<file path="config.mk">
export PLATFORM = sky130hd
export DESIGN_NAME = pstbl_refill
export DESIGN_NICKNAME = d
export VERILOG_FILES = /design/src/rtl/pstbl_pkg.sv /design/src/rtl/pstbl_refill.sv
export SDC_FILE = /design/constraint.sdc
export NUM_CORES = 2
export LEC_CHECK = 0
export BUFFER_PORTS_ARGS = -buffer_cell sky130_fd_sc_hd__buf_2
export CORE_MARGIN = 2
export CORE_UTILIZATION = 27
export DETAILED_ROUTE_END_ITERATION = 7
export SKIP_CTS_REPAIR_TIMING = 1
export SLEW_MARGIN = 25
export SYNTH_ARGS = -nofsm -noshare
export SYNTH_HDL_FRONTEND = slang
export SYNTH_SLANG_ARGS = --single-unit
</file>
<file path="constraint.sdc">
create_clock -name clk -period 7.2 [get_ports clk]
set_input_delay 0.36 -clock clk [delete_from_list [all_inputs] [get_ports clk]]
set_output_delay 0.36 -clock clk [all_outputs]
set_load 0.05 [all_outputs]
</file>
<file path="src/rtl/pstbl_pkg.sv">
package pstbl_pkg;

    // Result codes
    localparam logic [1:0] VERDICT_DROP     = 2'd0;
    localparam logic [1:0] VERDICT_ALLOW    = 2'd1;
    localparam logic [1:0] VERDICT_CONFLICT = 2'd2;

    // Beat widths
    localparam int IN_DATA_W  = 112;
    localparam int OUT_DATA_W = 32;
    localparam int ADDR_BITS  = 32;
    localparam int TIME_BITS  = 32;
    localparam int FIELD_BITS = 24;

    // Refill arithmetic: elapsed (32) * rate (24) gives a 56-bit product.
    // A product at or above 1000 * 2^24 adds at least 2^24 tokens, which
    // always saturates the bucket, so only smaller products are divided.
    localparam int          PROD_W        = TIME_BITS + FIELD_BITS;
    localparam logic [PROD_W-1:0] SAT_PRODUCT = PROD_W'(64'd16777216000);
    // Divide by 1000 as (p >> 3) / 125, the latter by reciprocal multiply;
    // exact for any dividend below 2^31.
    localparam int          DIV_IN_W      = 31;
    localparam int          RECIP_W       = 32;
    localparam logic [RECIP_W-1:0] RECIP_125 = 32'd2199023256;
    localparam int          RECIP_SHIFT   = 38;
    localparam int          RECIP_PROD_W  = DIV_IN_W + RECIP_W;
    localparam int          ADDED_W       = FIELD_BITS + 1;
    localparam logic [ADDED_W-1:0] ADDED_SAT = ADDED_W'(1) << FIELD_BITS;

    // Width of the token sum before saturation
    localparam int SUM_W = 33;

    // Control sequencer
    typedef enum logic [4:0] {
        ST_CLEAR  = 5'b00001,
        ST_IDLE   = 5'b00010,
        ST_LOOKUP = 5'b00100,
        ST_DIVIDE = 5'b01000,
        ST_APPLY  = 5'b10000
    } state_t;

endpackage

</file>
<file path="src/rtl/pstbl_refill.sv">
module pstbl_refill
    import pstbl_pkg::*;
(
    input  logic                  clk,
    input  logic [TIME_BITS-1:0]  elapsed,
    input  logic [FIELD_BITS-1:0] rate,
    output logic [ADDED_W-1:0]    added
);

    logic [PROD_W-1:0]       prod_reg;
    logic                    big_reg;
    logic [RECIP_PROD_W-1:0] recip_reg;
    logic [DIV_IN_W-1:0]     div_in;

    // Stage 1: elapsed milliseconds times tokens per second
    always_ff @(posedge clk)
    begin
        prod_reg <= PROD_W'(elapsed) * PROD_W'(rate);
    end

    // Stage 2: flag saturation, scale by the reciprocal of 125
    assign div_in = prod_reg[DIV_IN_W+2:3];

    always_ff @(posedge clk)
    begin
        big_reg   <= (prod_reg >= SAT_PRODUCT);
        recip_reg <= RECIP_PROD_W'(div_in) * RECIP_PROD_W'(RECIP_125);
    end

    // Quotient below 2^24 unless the product was large
    assign added = big_reg ? ADDED_SAT
                           : recip_reg[RECIP_SHIFT+ADDED_W-1:RECIP_SHIFT];

endmodule

</file>
==> summary.txt <==
Status
  – Outcome: finished, final reports clean

Synth
  – Area share of the leading cell type in the synthesized netlist: 0.463
  – Most area-hungry cell type in the Yosys netlist: sky130_fd_sc_hd__fa_1
  – Area contributors post-synth: sky130_fd_sc_hd__fa_1 46%, sky130_fd_sc_hd__ha_1 18%, sky130_fd_sc_hd__inv_1 12%, sky130_fd_sc_hd__and2_1 5.8%, sky130_fd_sc_hd__nand2_1 4.2%
  – Async set-or-reset flop fraction in the synthesized netlist: 0
  – Count of flip-flops with a built-in enable after synthesis: 0
  – Flip-flop and latch count after synthesis: 82
  – Synth warnings: 0
  – Sequential-to-total area share from yosys stat: 0.0401
  – Post-Syn Area: 40900 sq um
  – Net count after synthesis: roughly 6000
  – Leading cell type by number of instances after synthesis: sky130_fd_sc_hd__inv_1
  – Most frequent cells after synthesis: 1257 x sky130_fd_sc_hd__inv_1, 945 x sky130_fd_sc_hd__fa_1, 575 x sky130_fd_sc_hd__ha_1
  – Average cell area after synthesis: 9.29 sq um
  – Number of standard cells after synthesis: approximately 4400
  – Netlist cell types: 74
  – Post-synth top flop: sky130_fd_sc_hd__dfxtp_1

Clock network
  – Clock latency on the worst-skew pair: between 0.3 and 0.4 ns
  – Number of buffers inserted during clock tree synthesis: 9
  – Deepest level of the CTS H-tree: 3
  – Clock transition at path regs: roughly 0.1 ns
  – Cell chosen for the clock root: sky130_fd_sc_hd__clkbuf_16
  – Number of clock sinks: 82
  – Buffer levels on the longest clock path: 2
  – TritonCTS clock tree: built

Cells and area
  – Largest register FFs: 56
  – Area growth, synth to finish: 9.59%
  – Fillcell total: approximately 16000
  – Multi-input gate area: between 30000 and 40000 sq um
  – Share of post-route cells with drive strength above 1: 0.0650
  – Inserted Diodes: 0
  – Number of nets at the end of the flow: between 6000 and 7000
  – Sequential standard cell area: 1650 sq um

Timing
  – Actual slew at the worst max-slew pin: roughly 1.0 ns
  – Peak Freq: about 140 MHz
  – Final hold violation count: 0
  – Post-route clock period utilization: 0.969
  – Slew Limit Fails: 0
  – Unrepaired setup endpoints after global routing: false
  – Finish-stage setup viols: 0
  – Setup TNS: 0 ns
  – Final worst slack: between 0.2 and 0.25 ns
  – Worst Skew: approximately 0.03 ns
  – Post-route minimum period: between 6 and 7 ns
  – Normalized max-slew margin: 0.312

Worst setup path
  – Worst Setup End Kind: flop
  – Worst EP arrival: ~7.3 ns
  – Slowest stage cell on the critical path: sky130_fd_sc_hd__fa_1
  – Startpoint type of the worst setup path: flop
  – Count of buffering cells on the critical path with inverters included: 7
  – CP required: around 7.5 ns
  – Crit path largest cell delay: between 0.5 and 0.6 ns
  – Highest fanout seen on the critical path: 5
  – Kind of critical path: reg -> reg
  – Crit path max-delay family: adder cells

Drt
  – DRC errors left: 0
  – Average wire per standard cell: 16.6 microns
  – Number of nets with antenna violations after detailed routing: 0
  – Final wirelength: between 100000 and 150000 microns
  – Violation count after the first detailed-routing iteration: 1531
  – DRT Pass-1 Iters: 5
  – Via count: slightly below 30000
  – Detailed-route vias per instance: ~4.4

Flow run
  – Max-capacitance violation count: 0

Global routing
  – Global-route wire length before repair: 174000 microns
  – Number of global-route vias before repair: about 32000
  – GRT Total Usage: 0.144
  – Initial antenna violation count: 1
  – Grt total ovfl: 0
  – Largest net degree at the start of global routing: 33

Floorplanning
  – Full die area: about 150000 sq um
  – Initial Utilization: 0.272
  – I/O pin count: 82
  – Core box area: around 150000 sq um
  – Die W: 393 microns
  – Num rows: 142
  – Die height: 393 microns

Min path
  – Worst hold-check path type: reg -> reg

Place
  – Buffers added on ports: 81
  – Post-Place Worst Slack: between 0.002 and 0.0025 ns
  – Post-detailed-placement half-perimeter wirelength: ~95000 microns
  – Placer Congestion: between 0.8 and 0.9
==> layout make-up <==
class                   instances  area share
clock buffers                   9     0.00503
clock inverters                 7     0.00159
inverters                    1257       0.105
multi-input cells            2910       0.758
flip-flops and latches         82      0.0367
well taps                    2016      0.0563
repair buffers                243      0.0372
==> routing by layer <==
| metal | up-vias | GRT usage | wire (microns) | part of all wire |
|---|---|---|---|---|
| met5 | - | 0 | 0 | 0 |
| met4 | 0 | 0.0410 | 3110 | 0.029 |
| met3 | 167 | 0.0115 | 4290 | 0.040 |
| met2 | 716 | 0.255 | 54400 | 0.50 |
| met1 | 14857 | 0.186 | 46400 | 0.43 |
| li1 | 13181 | - | - | - |
==> layout by cell type, fill, tap and decap left out, types with 5 or more instances in the layout <==
cell type,count
sky130_fd_sc_hd__a211oi_1,8
sky130_fd_sc_hd__a21o_1,42
sky130_fd_sc_hd__a21oi_1,99
sky130_fd_sc_hd__a31oi_1,20
sky130_fd_sc_hd__and2_1,380
sky130_fd_sc_hd__and3_1,16
sky130_fd_sc_hd__buf_2,80
sky130_fd_sc_hd__buf_4,158
sky130_fd_sc_hd__clkbuf_16,9
sky130_fd_sc_hd__dfxtp_1,79
sky130_fd_sc_hd__fa_1,945
sky130_fd_sc_hd__ha_1,575
sky130_fd_sc_hd__inv_1,1257
sky130_fd_sc_hd__nand2_1,456
sky130_fd_sc_hd__nand3_1,17
sky130_fd_sc_hd__nand4_1,29
sky130_fd_sc_hd__nor2_1,37
sky130_fd_sc_hd__nor2b_1,31
sky130_fd_sc_hd__nor4_1,5
sky130_fd_sc_hd__o211ai_1,9
sky130_fd_sc_hd__o21a_1,12
sky130_fd_sc_hd__o21ai_0,43
sky130_fd_sc_hd__o21ai_1,5
sky130_fd_sc_hd__o21bai_1,19
sky130_fd_sc_hd__o31ai_1,5
sky130_fd_sc_hd__xnor2_1,53
sky130_fd_sc_hd__xor2_1,24
==> through the flow <==
step | hold slack, ns | cells | area, sq um | utilization
floorplan | 0.401 | 4403 | 40900 | -
global placement | 0.637 | 6508 | 44500 | 0.296
detailed placement | 0.601 | 6508 | 44500 | 0.296
CTS | 0.618 | 6524 | 44800 | 0.298
global route | 0.609 | 6524 | 44800 | 0.298
finish | 0.590 | 6524 | 44800 | 0.298
==> final timing paths <==
check / start / end / slack, ns / cells after the start
max: prod_reg[22] / recip_reg[60] / 0.22 / 25
min: prod_reg[44] / big_reg / 0.59 / 2
max reg2reg: prod_reg[22] / recip_reg[60] / 0.22 / 25
min reg2reg: prod_reg[44] / big_reg / 0.59 / 2
==> tightest hold or removal path, delay by kind of cell (launching register included) <==
family,cells,cell delay [ns]
flip-flops,1,0.33
AND/OR/NAND/NOR,1,0.09
AO/OA/AOI/OAI,1,0.12
==> logic make-up (layout without fill, tap and decap cells) <==
group | Yosys count | after routing | synth area share
multiplexers | 1 | 1 | 0.000245
buffers and inverters | 1411 | 1516 | 0.130
AND/OR/NAND/NOR | 1000 | 1000 | 0.123
AO/OA/AOI/OAI | 312 | 312 | 0.0510
flip-flops | 82 | 82 | 0.0401
XOR/XNOR | 77 | 77 | 0.0165
adder cells (fa/ha/maj) | 1520 | 1520 | 0.639
Power is left out: the tool's default activity adds up to more than one toggle a clock period on the data nets, which glitch-free logic cannot reach.
